$ cat src/ckpr_pkg.sv
// shared types and constants for the chroma key pixel replace pipeline
package ckpr_pkg;

  // configuration register indexes
  localparam logic [2:0] REG_RED_RANGE   = 3'd0;
  localparam logic [2:0] REG_GREEN_RANGE = 3'd1;
  localparam logic [2:0] REG_BLUE_RANGE  = 3'd2;
  localparam logic [2:0] REG_SOFTEN      = 3'd3;
  localparam logic [2:0] REG_CLEAR       = 3'd4;
  localparam logic [2:0] REG_MODE        = 3'd5;

  localparam int unsigned CHAN_W   = 8;
  localparam int unsigned INDEX_W  = 3;
  localparam int unsigned CFG_W    = 24;
  localparam logic [CHAN_W-1:0] CHAN_MAX = 8'hff;

  typedef logic [CHAN_W-1:0] chan_t;

  typedef struct packed {
    chan_t r;
    chan_t g;
    chan_t b;
    chan_t a;
  } pixel_t;

  // one key range: high bound over low bound
  typedef struct packed {
    chan_t hi;
    chan_t lo;
  } range_t;

  typedef struct packed {
    chan_t b;
    chan_t g;
    chan_t r;
  } colour_t;

  typedef struct packed {
    logic white_mask;
    logic per_channel;
  } mode_t;

  typedef struct packed {
    range_t  red_range;
    range_t  green_range;
    range_t  blue_range;
    chan_t   soften;
    colour_t clear_colour;
    mode_t   mode;
  } cfg_t;

  // key and base pixel moving down the pipe
  typedef struct packed {
    pixel_t key;
    pixel_t base;
  } pair_t;

  // match results from the compare stage
  typedef struct packed {
    logic clear;
    logic red_in;
    logic green_in;
    logic blue_in;
    logic green_nz;
    logic blue_nz;
  } match_t;

endpackage

$ cat src/chroma_key_pixel_replace.sv
// chroma key pixel replace top level: config registers and three stage pipe
//
//  channel  | handshake        | payload
//  ---------+------------------+------------------------------------------
//  config   | wr_en            | wr_index, wr_data
//  input    | start, busy      | key_red..key_alpha, base_red..base_alpha
//  result   | done             | out_red, out_green, out_blue, out_alpha
//
// one word enters per clock; its result shows on done
// once it has passed the three register stages: spill, compare, select
// busy is high only during reset; no stage ever holds a word back
// the receiver cannot stall, so results are not held beyond their cycle
// reset clears the config registers and all stage valid bits
module chroma_key_pixel_replace (
  input  logic                          clk,
  input  logic                          rst,
  input  logic                          wr_en,
  input  logic [ckpr_pkg::INDEX_W-1:0]  wr_index,
  input  logic [ckpr_pkg::CFG_W-1:0]    wr_data,
  input  logic                          start,
  output logic                          busy,
  input  logic [7:0]                    key_red,
  input  logic [7:0]                    key_green,
  input  logic [7:0]                    key_blue,
  input  logic [7:0]                    key_alpha,
  input  logic [7:0]                    base_red,
  input  logic [7:0]                    base_green,
  input  logic [7:0]                    base_blue,
  input  logic [7:0]                    base_alpha,
  output logic                          done,
  output logic [7:0]                    out_red,
  output logic [7:0]                    out_green,
  output logic [7:0]                    out_blue,
  output logic [7:0]                    out_alpha
);

  ckpr_pkg::cfg_t   cfg;
  ckpr_pkg::pair_t  in_pair;
  logic             accept;
  logic             s1_valid;
  ckpr_pkg::pair_t  s1_pair;
  logic             s2_valid;
  ckpr_pkg::pair_t  s2_pair;
  ckpr_pkg::match_t s2_match;
  ckpr_pkg::pixel_t result;

  assign busy   = rst;
  assign accept = start && !busy;

  // config register writes
  always_ff @(posedge clk) begin
    if (rst) begin
      cfg <= '0;
    end else if (wr_en) begin
      unique case (wr_index)
        ckpr_pkg::REG_RED_RANGE:   cfg.red_range    <= wr_data[15:0];
        ckpr_pkg::REG_GREEN_RANGE: cfg.green_range  <= wr_data[15:0];
        ckpr_pkg::REG_BLUE_RANGE:  cfg.blue_range   <= wr_data[15:0];
        ckpr_pkg::REG_SOFTEN:      cfg.soften       <= wr_data[7:0];
        ckpr_pkg::REG_CLEAR:       cfg.clear_colour <= wr_data[23:0];
        ckpr_pkg::REG_MODE:        cfg.mode         <= wr_data[1:0];
        default: ;
      endcase
    end
  end

  // input word
  assign in_pair.key  = {key_red, key_green, key_blue, key_alpha};
  assign in_pair.base = {base_red, base_green, base_blue, base_alpha};

  ckpr_spill u_spill (
    .clk      (clk),
    .rst      (rst),
    .cfg      (cfg),
    .in_valid (accept),
    .in_pair  (in_pair),
    .valid    (s1_valid),
    .pair     (s1_pair)
  );

  ckpr_match u_match (
    .clk      (clk),
    .rst      (rst),
    .cfg      (cfg),
    .in_valid (s1_valid),
    .in_pair  (s1_pair),
    .valid    (s2_valid),
    .pair     (s2_pair),
    .match    (s2_match)
  );

  ckpr_select u_select (
    .clk      (clk),
    .rst      (rst),
    .cfg      (cfg),
    .in_valid (s2_valid),
    .in_pair  (s2_pair),
    .in_match (s2_match),
    .valid    (done),
    .pixel    (result)
  );

  assign out_red   = result.r;
  assign out_green = result.g;
  assign out_blue  = result.b;
  assign out_alpha = result.a;

  // every accepted word comes out on done after the spill, compare and select registers
  a_latency: assert property (@(posedge clk) disable iff (rst)
    accept |-> ##3 done)
    else $error("accepted word did not reach the output");

  // no result without a word accepted through the spill, compare and select registers
  a_no_phantom: assert property (@(posedge clk) disable iff (rst)
    done |-> $past(accept, 3))
    else $error("result strobe without an accepted word");

  // a clear colour match always passes the base alpha through
  a_clear_alpha: assert property (@(posedge clk) disable iff (rst)
    (s2_valid && s2_match.clear) |=> (done && out_alpha == $past(s2_pair.base.a)))
    else $error("clear colour match lost the base alpha");

endmodule

$ cat src/ckpr_spill.sv
// stage one: input register and blue spill suppression
module ckpr_spill (
  input  logic            clk,
  input  logic            rst,
  input  ckpr_pkg::cfg_t  cfg,
  input  logic            in_valid,
  input  ckpr_pkg::pair_t in_pair,
  output logic            valid,
  output ckpr_pkg::pair_t pair
);

  ckpr_pkg::chan_t floored;
  ckpr_pkg::chan_t blue_next;
  ckpr_pkg::pair_t pair_next;

  // blue above green is pulled down by soften, floored at zero then at green
  always_comb begin
    floored   = (cfg.soften >= in_pair.key.b) ? '0 : in_pair.key.b - cfg.soften;
    blue_next = in_pair.key.b;
    if (in_pair.key.b > in_pair.key.g) begin
      blue_next = (floored < in_pair.key.g) ? in_pair.key.g : floored;
    end
    pair_next       = in_pair;
    pair_next.key.b = blue_next;
  end

  // valid bit
  always_ff @(posedge clk) begin
    if (rst) begin
      valid <= 1'b0;
    end else begin
      valid <= in_valid;
    end
  end

  // word register
  always_ff @(posedge clk) begin
    pair <= pair_next;
  end

endmodule

$ cat src/ckpr_match.sv
// stage two: clear colour match and key range compares
module ckpr_match (
  input  logic             clk,
  input  logic             rst,
  input  ckpr_pkg::cfg_t   cfg,
  input  logic             in_valid,
  input  ckpr_pkg::pair_t  in_pair,
  output logic             valid,
  output ckpr_pkg::pair_t  pair,
  output ckpr_pkg::match_t match
);

  ckpr_pkg::match_t match_next;

  // inclusive range tests, clear colour equality and nonzero flags
  always_comb begin
    match_next.clear    = (in_pair.key.r == cfg.clear_colour.r) &&
                          (in_pair.key.g == cfg.clear_colour.g) &&
                          (in_pair.key.b == cfg.clear_colour.b);
    match_next.red_in   = (in_pair.key.r >= cfg.red_range.lo) &&
                          (in_pair.key.r <= cfg.red_range.hi);
    match_next.green_in = (in_pair.key.g >= cfg.green_range.lo) &&
                          (in_pair.key.g <= cfg.green_range.hi);
    match_next.blue_in  = (in_pair.key.b >= cfg.blue_range.lo) &&
                          (in_pair.key.b <= cfg.blue_range.hi);
    match_next.green_nz = (in_pair.key.g != '0);
    match_next.blue_nz  = (in_pair.key.b != '0);
  end

  // valid bit
  always_ff @(posedge clk) begin
    if (rst) begin
      valid <= 1'b0;
    end else begin
      valid <= in_valid;
    end
  end

  // word and flags
  always_ff @(posedge clk) begin
    pair  <= in_pair;
    match <= match_next;
  end

endmodule

$ cat src/ckpr_select.sv
// stage three: channel replacement and output register
module ckpr_select (
  input  logic             clk,
  input  logic             rst,
  input  ckpr_pkg::cfg_t   cfg,
  input  logic             in_valid,
  input  ckpr_pkg::pair_t  in_pair,
  input  ckpr_pkg::match_t in_match,
  output logic             valid,
  output ckpr_pkg::pixel_t pixel
);

  ckpr_pkg::pixel_t pixel_next;
  logic             whole;

  // per-channel swap, or whole pixel swap with optional white fill
  always_comb begin
    pixel_next = in_pair.key;
    whole      = in_match.clear ||
                 (in_match.red_in && in_match.green_in && in_match.blue_in);
    if (cfg.mode.per_channel) begin
      if (in_match.clear || in_match.red_in) begin
        pixel_next.r = in_pair.base.r;
      end
      if (in_match.clear || (in_match.green_nz && in_match.green_in)) begin
        pixel_next.g = in_pair.base.g;
      end
      if (in_match.clear || (in_match.blue_nz && in_match.blue_in)) begin
        pixel_next.b = in_pair.base.b;
      end
      if (in_match.clear) begin
        pixel_next.a = in_pair.base.a;
      end
    end else if (whole) begin
      pixel_next = in_pair.base;
    end else if (cfg.mode.white_mask) begin
      pixel_next = {4{ckpr_pkg::CHAN_MAX}};
    end
  end

  // result strobe
  always_ff @(posedge clk) begin
    if (rst) begin
      valid <= 1'b0;
    end else begin
      valid <= in_valid;
    end
  end

  // result word
  always_ff @(posedge clk) begin
    pixel <= pixel_next;
  end

endmodule
$ cat config.mk
export PLATFORM = sky130hd
export DESIGN_NAME = chroma_key_pixel_replace
export DESIGN_NICKNAME = d
export VERILOG_FILES = /design/src/ckpr_pkg.sv /design/src/chroma_key_pixel_replace.sv /design/src/ckpr_spill.sv /design/src/ckpr_match.sv /design/src/ckpr_select.sv
export SDC_FILE = /design/constraint.sdc
export NUM_CORES = 1
export LEC_CHECK = 0
export BUFFER_PORTS_ARGS = -buffer_cell sky130_fd_sc_hd__buf_2
export CAP_MARGIN = 40
export CORE_AREA = 2 2 183 113
export CTS_CLUSTER_SIZE = 24
export DETAILED_ROUTE_END_ITERATION = 8
export DIE_AREA = 0 0 185 115
export GPL_TIMING_DRIVEN = 1
export PLACE_DENSITY = 0.7
export SYNTH_ARGS = -nofsm -noshare
export SYNTH_HDL_FRONTEND = slang
export SYNTH_SLANG_ARGS = --single-unit
$ cat constraint.sdc
create_clock -name clk -period 4.7 [get_ports clk]
set_clock_uncertainty 0.05 [all_clocks]
set_input_delay 0.47 -clock clk [delete_from_list [all_inputs] [get_ports clk]]
set_output_delay 0.47 -clock clk [all_outputs]
set_load 0.1 [all_outputs]
==> results of run 1 <==
sequential cells by signal, summed over array words and instances, names as in the netlist:
signal and flops:
u_spill.pair 64, u_spill.valid 1, u_match.match 6, u_match.valid 1, u_select.pixel 32, u_match.pair 64, cfg 82, u_select.valid 1
synthesized netlist by cell type, types with 2 or more instances:
master    instances  share of area [%]
dfxtp_1         251                 52
nand2_1         203                7.9
a21oi_1         110                5.7
ha_1             71                9.2
inv_1            64                2.5
o21ai_0          41                2.1
clkbuf_1         35                1.4
o22ai_1          33                2.1
mux2_2           24                2.8
nor2_1           19               0.74
xor2_1           18                1.6
mux2i_1          16                1.7
a21o_1           14                1.1
nand3_1          14               0.73
nor2b_1          10               0.65
and3_1            9               0.58
nor4_1            9               0.58
xnor2_1           9               0.82
nand4_1           8               0.52
o21a_1            7               0.55
a31oi_1           6               0.39
nand2b_1          5               0.32
nor3_1            3               0.16
o211ai_1          3               0.23
a211oi_1          2               0.16
a21oi_2           2               0.18
and2_1            2               0.13
buf_6             2               0.23
or2_2             2               0.13
or3b_1            2               0.18
or4_1             2               0.16
through the flow:
stage / instances / setup WS (ns) / instance area [um2] / util, %
floorplan: 1017 / 1.195 / 9632 / -
global placement: 1378 / 0.7708 / 10460 / 53.32
detailed placement: 1382 / 0.6288 / 10530 / 53.67
CTS: 1447 / 0.8213 / 11580 / 59.05
global route: 1464 / 0.5695 / 11760 / 59.92
finish: 1464 / 0.8164 / 11760 / 59.92
layout make-up:
type,instances,area (um2)
Clock buffer,31,698.2
Sequential cell,251,5026
Timing Repair Buffer,172,1105
Inverter,64,240.2
Fill cell,1718,7864
Multi-Input combinational cell,660,4197
Tap cell,273,341.6
Clock inverter,13,147.6
layer usage:
metal  GRT usage (%)  wire length (um)  up-vias
met4           4.815               361        0
li1                -                 -     3782
met5               0                 0        -
met2           34.08             10320      252
met1           35.67             12630     3536
met3           4.910              1819       36
worst max path at each step:
stage                               from  slack [ns]                        to  cells past startpoint
floorplan                    key_blue[1]        1.19  u_spill.pair[47]$_DFF_P_                     13
global placement             key_blue[0]        0.77  u_spill.pair[47]$_DFF_P_                     15
detailed placement           key_blue[0]        0.63  u_spill.pair[47]$_DFF_P_                     15
global route        cfg[27]$_SDFFE_PP0P_        0.57  u_spill.pair[47]$_DFF_P_                     14
CTS                 cfg[27]$_SDFFE_PP0P_        0.82  u_spill.pair[47]$_DFF_P_                     14
finish              cfg[27]$_SDFFE_PP0P_        0.82  u_spill.pair[47]$_DFF_P_                     14
logic make-up (layout without fill, tap and decap cells):
logic type | after synthesis | after routing | share of synthesized area, %
xor gates and xnor gates | 27 | 27 | 2.455
AOI/OAI and AO/OA | 227 | 227 | 13.50
adders and majority gates | 72 | 72 | 9.431
buffers and inverters | 106 | 280 | 4.443
muxes | 40 | 40 | 4.469
and+or+nand+nor | 294 | 294 | 13.54
DFF | 251 | 251 | 52.17
layout by cell type (no fill, tap or decap), drive strengths merged, types with 3 or more instances in the layout:
cell type | synthesis | routed
clkinv | 0 | 4
o211ai | 4 | 4
nor2 | 19 | 19
a211oi | 3 | 3
nand2b | 5 | 5
nand4 | 9 | 9
dlygate4sd3 | 0 | 38
xor2 | 18 | 18
mux2i | 16 | 16
a21o | 14 | 14
nor3 | 3 | 3
o22ai | 33 | 33
ha | 71 | 71
nor4 | 9 | 9
xnor2 | 9 | 9
o21ai | 42 | 42
dfxtp | 251 | 251
buf | 5 | 134
nand3 | 15 | 15
inv | 64 | 68
clkinvlp | 0 | 3
a21oi | 112 | 112
clkbuf | 36 | 31
nand2 | 203 | 203
and3 | 9 | 9
nor2b | 10 | 10
a31oi | 6 | 6
mux2 | 24 | 24
o21a | 7 | 7
worst reg2reg max path: cells and delay by family (launching register included):
family,cells,cell delay [ns]
AOI/OAI and AO/OA,4,0.94
DFF,1,0.39
buffers and inverters,1,0.07
and+or+nand+nor,6,1.53
adders and majority gates,2,0.61
xor gates and xnor gates,1,0.23
power by group through the flow:
stage	clock, mW	sequential [mW]	combinational [mW]
global placement	0	2.42	0.819
detailed placement	0	2.42	0.838
global route	2.13	2.39	0.940
CTS	2.04	2.37	0.856
finish	2.01	2.38	0.872
floorplan	0	2.65	0.367
==> metrics, run 1 <==
Sw Ratio=29.26%; clock share of power=38.3%; DRC viols=0; H-tree levels=1; warnings from Yosys=0; Seq pwr share=a little under half; antenna violations before repair=0; Mapped Area=just under 10,000 um2; Initial Util=49.09%; status=completed; DR vias/cell=roughly 5.2; WP data required=5.08 ns; DR vias=7,606; syn nets=roughly 1,200; Int Power=around 3.7 mW; Hold Vio Cnt, Final=0; crit start category=flip-flop; first-pass GRT wire length=roughly 38,000 um; main flop type after synthesis=dfxtp_1; Pwr Total=~5.3 mW; core region area=a little under 20,000 um2; async set-reset flop share out of synthesis=0%; Slew headroom=between 40% and 50%; hold_sp=base_red[2]; Placement Rows=40; Die Area=around 21,000 um2; Post-synth EDFFs=0; fin. max-slew vios=0; switching pwr=approximately 1.5 mW; #FFs+latches synth=around 250; Worst path max stage delay=0.46 ns; share of layout cells above drive strength 1=about 18%; Total Wirelength=25,130 um; fmax=about 260 MHz; cts hold-fix bufs=21; placer congestion estimate=~0.87; Port Buffer Count=128; post-synthesis sequential area ratio=52.17%; Final min period=around 3.9 ns; Least-Margin Pin Slew=around 0.90 ns; clock latency on the worst-skew pair=about 0.52 ns; Die W=around 190 um; Wirelength per Cell=17.16 um; register clock-pin slew on the reported worst setup and hold paths=around 0.070 ns; Leak=4.810 nW; post-route setup TNS=0 ns; r2r endpoint=u_spill.pair[47]$_DFF_P_; antenna viol nets, final=0; max_cap viols=0; count of final setup violators=0; DP Wirelength=between 15,000 and 20,000 um; grt ovf=0; CP Class=reg2reg; Max VDD drop=roughly 0.31 mV; setup bufs post-CTS=0; critical path arrival=between 4 and 5 ns; number of iterations in the first detailed-routing pass=5; hold path cells=1; Clock Tree Root=clkbuf_16; delay-heaviest family, CP=simple AND/OR/NAND/NOR gates; worst min path class=in2reg; worst r2r path cells=14; post-CTS sizing=0; CP max stage cell=or3_2; CTS Buf Count=24; hold_ws=between 0.01 and 0.015 ns; critical-path cell list=inv_1 -> ha_1 -> nor2b_1 -> o31a_1 -> or4_1 -> a21oi_1 -> xor2_1 -> nor2_1 -> ha_1 -> nor2b_1 -> o31ai_1 -> nand3_4 -> or3_2 -> o211ai_1; RR Startpoint=cfg[27]$_SDFFE_PP0P_; Die Y=115 um; global router's overall resource usage=between 20% and 30%; Layout area overhead=22.04%; Reg2Reg Setup Slack=between 0.8 and 0.9 ns; RSZ-0062 raised after global routing=false; fin crit share=about 83%; Critical Path Sink Type=flip-flop; clock sinks=about 250; clock buffer depth=3; Syn Inst Count=roughly 1,000; # IOs=roughly 130; hold endpoint=u_spill.pair[26]$_DFF_P_; P per Cell Area=about 450 nW/um2; CP Buf/Inv Count=1; Avg Inst Size Synth=around 9.5 um2; Final #Nets=~1,300; pin count of the biggest net entering global routing=a little under 90; CTS tree=done; vias in the first global route=roughly 7,100; CP Max Fanout=9; synth unique cells=52; Starting DRT DRC Count=roughly 620; Combinational Power Share=16.6%; # diodes=0
Note: power is estimated with default switching activity, not from simulation.
==> run 2: changes to the inputs <==
Settings changed: ABC_AREA set to 1.
Clock period 4.7 ns to 3.9 ns, I/O delays scaled along.
==> metrics, run 2 <==
post-synthesis sequential area ratio=52.24% (+0.068 points); antenna violations before repair=0 (unchanged); most frequent cells in the layout=dfxtp_1, nand2_1, buf_2; Clock Tree Root=clkbuf_16; Port Buffer Count=128 (unchanged); Wirelength per Cell=16.16 um (-5.8%); Die W=185 um (unchanged); grt ovf=0 (unchanged); # IOs=129 (unchanged); cts hold-fix bufs=56 (+170%); CP Max Fanout=9 (unchanged); largest registers=cfg x82, u_match.pair x64, u_spill.pair x64; top post-synthesis cells by area=dfxtp_1, ha_1, nand2_1; fin crit share=87.03% (+4.4 points); Slew headroom=38.90% (-1.4 points); first-pass GRT wire length=38,250 um (-0.36%); main flop type after synthesis=dfxtp_1; clock share of power=35.9% (-2.4 points); DP Wirelength=16,840 um (-3.5%); async set-reset flop share out of synthesis=0% (unchanged); status=completed; post-synth top area cell=dfxtp_1; Int Power=4.340 mW (+17%); Initial Util=49.03% (-0.064 points); WP data required=4.29 ns (-0.79 ns); total placed instance area=10,550 um2 (+0.17%); CP Class=reg2reg; H-tree levels=1 (unchanged); worst r2r path cells=18 (+4); Hold Vio Cnt, Final=0 (unchanged); P per Cell Area=526.5 nW/um2 (+18%); fin. max-slew vios=0 (unchanged); syn nets=1,232 (+4.1%); Sw Ratio=30.52% (+1.3 points); register clock-pin slew on the reported worst setup and hold paths=0.07 ns (about the same); final non-filler cell total=1,530 (+4.5%); Max VDD drop=0.4278 mV (+39%); design area=11,860 um2 (+0.91%); global router's overall resource usage=22.90% (-0.52 points); Die Area=21,280 um2 (unchanged); Least-Margin Pin Slew=0.9155 ns (+0.01964 ns); Avg Inst Size Synth=9.032 um2 (-4.6%); Die Y=115 um (unchanged); post-route setup TNS=0 ns (unchanged); CTS tree=done; post-CTS sizing=0 (unchanged); Critical Path Sink Type=flip-flop; RSZ-0062 raised after global routing=false; antenna viol nets, final=0 (unchanged); most frequent cell after synthesis=dfxtp_1; core region area=19,620 um2 (unchanged); placer congestion estimate=0.8667 (-0.47%); clock sinks=251 (unchanged); setup bufs post-CTS=0 (unchanged); number of iterations in the first detailed-routing pass=5 (unchanged); Total Wirelength=24,730 um (-1.6%); Starting DRT DRC Count=601 (-3.2%); Synth top cells by count=dfxtp_1, nand2_1, inv_1; Leak=5.095 nW (+5.9%); switching pwr=1.906 mW (+24%); Combinational Power Share=18.2% (+1.6 points); top-area cell type share of the netlist area=52.24% (+0.068 points); #FFs+latches synth=251 (unchanged); Seq pwr share=45.8% (+0.6 points); DR vias/cell=5.131 (-1.2%); synth unique cells=42 (-19%); warnings from Yosys=0 (unchanged); commonest non-fill, non-tap cell in the layout=dfxtp_1; # diodes=0 (unchanged); Syn Inst Count=1,065 (+4.7%); CTS Buf Count=23 (-4.2%); count of final setup violators=0 (unchanged); critical path arrival=3.79 ns (-0.47 ns); worst min path class=in2reg; crit start category=flip-flop; clock latency on the worst-skew pair=0.50 ns (-0.02 ns); pin count of the biggest net entering global routing=46 (-47%); Final #Nets=1,408 (+5.1%); Largest register FFs=82 (unchanged); share of layout cells above drive strength 1=15.67% (-2.3 points); DR vias=7,851 (+3.2%); clock buffer depth=3 (unchanged); Layout area overhead=23.31%; vias in the first global route=7,283 (+2.4%); hold path cells=3 (+2); Final min period=3.394 ns (-0.4895 ns); max_cap viols=0 (unchanged); Placed Cells=1,433 (+3.7%); Pwr Total=6.246 mW (+19%); Post-synth EDFFs=0 (unchanged); Mapped Area=9619 um2 (-0.13%); Biggest register=cfg; fmax=294.6 MHz (+14%); Placement Rows=40 (unchanged); DRC viols=0 (unchanged)
run 2: cell count changes in the layout (fill, tap and decap cells not counted), moves of 17 or more:
cell | previous run | this run
xor2_1 | 18 | 1
inv_1 | 64 | 123
a21oi_1 | 110 | 67
o32ai_1 | 0 | 24
a211oi_1 | 2 | 55
mux2_2 | 24 | 0
nor2_1 | 19 | 110
dlygate4sd3_1 | 38 | 56
nand2_1 | 203 | 139
run 2: metrics by stage:
step                      utilization, %  hold WS, ns  setup WS [ns]
after floorplan                        -       0.2596         0.9673
after global placement             53.40       0.2614         0.5265
after detailed placement           53.76       0.2621         0.4182
after CTS                          60.46      0.03034         0.5847
after global routing               60.46      0.03340         0.2940
final                              60.46      0.04108         0.5059
run 2: critical path, stage by stage (launching register included):
cell	delay (ns)
dfxtp_1	0.31
inv_1	0.04
ha_1	0.33
nand2_1	0.08
o21ai_0	0.34
nand2_1	0.15
nand2_1	0.09
a21oi_1	0.07
or2_2	0.27
nand3_1	0.10
inv_1	0.05
ha_1	0.28
a21oi_1	0.15
nor2_1	0.06
a211oi_2	0.56
nand2_4	0.18
nand2_1	0.10
nand3_1	0.06
nand2_1	0.07
run 2: power by group through the flow:
stage,clock [mW],combinational [mW],sequential [mW]
floorplan,0,0.469,3.24
global placement,0,1.06,2.92
detailed placement,0,1.08,2.92
CTS,2.28,1.13,2.86
global route,2.40,1.24,2.88
finish,2.24,1.14,2.86
run 2: final timing paths:
| kind | slack [ns] | endpoint | start |
|---|---|---|---|
| max | 0.51 | u_spill.pair[46]$_DFF_P_ | cfg[28]$_SDFFE_PP0P_ |
| min | 0.04 | u_spill.valid$_SDFF_PP0_ | start |
| max reg2reg | 0.51 | u_spill.pair[46]$_DFF_P_ | cfg[28]$_SDFFE_PP0P_ |
| min reg2reg | 0.27 | u_match.pair[20]$_DFF_P_ | u_spill.pair[20]$_DFF_P_ |
run 2: logic make-up after synthesis:
group	share of synthesized area [%]
adders and majority gates	9.443
xor gates and xnor gates	1.912
and+or+nand+nor	13.89
buffers and inverters	6.491
DFF	52.24
AOI/OAI and AO/OA	16.03
run 2: layout make-up:
type                            instances  area (um2)
Clock buffer                           26       596.8
Tap cell                              273       341.6
Timing Repair Buffer                  191        1301
Multi-Input combinational cell        649        3970
Inverter                              125       469.2
Fill cell                            1685        7757
Sequential cell                       251        5025
Clock inverter                         15       157.7
run 2: layer usage:
metal	GRT usage, %	wire, um
met3	3.674	1534
met4	5.503	490
met1	33.66	12200
met5	0	0
met2	35.28	10500
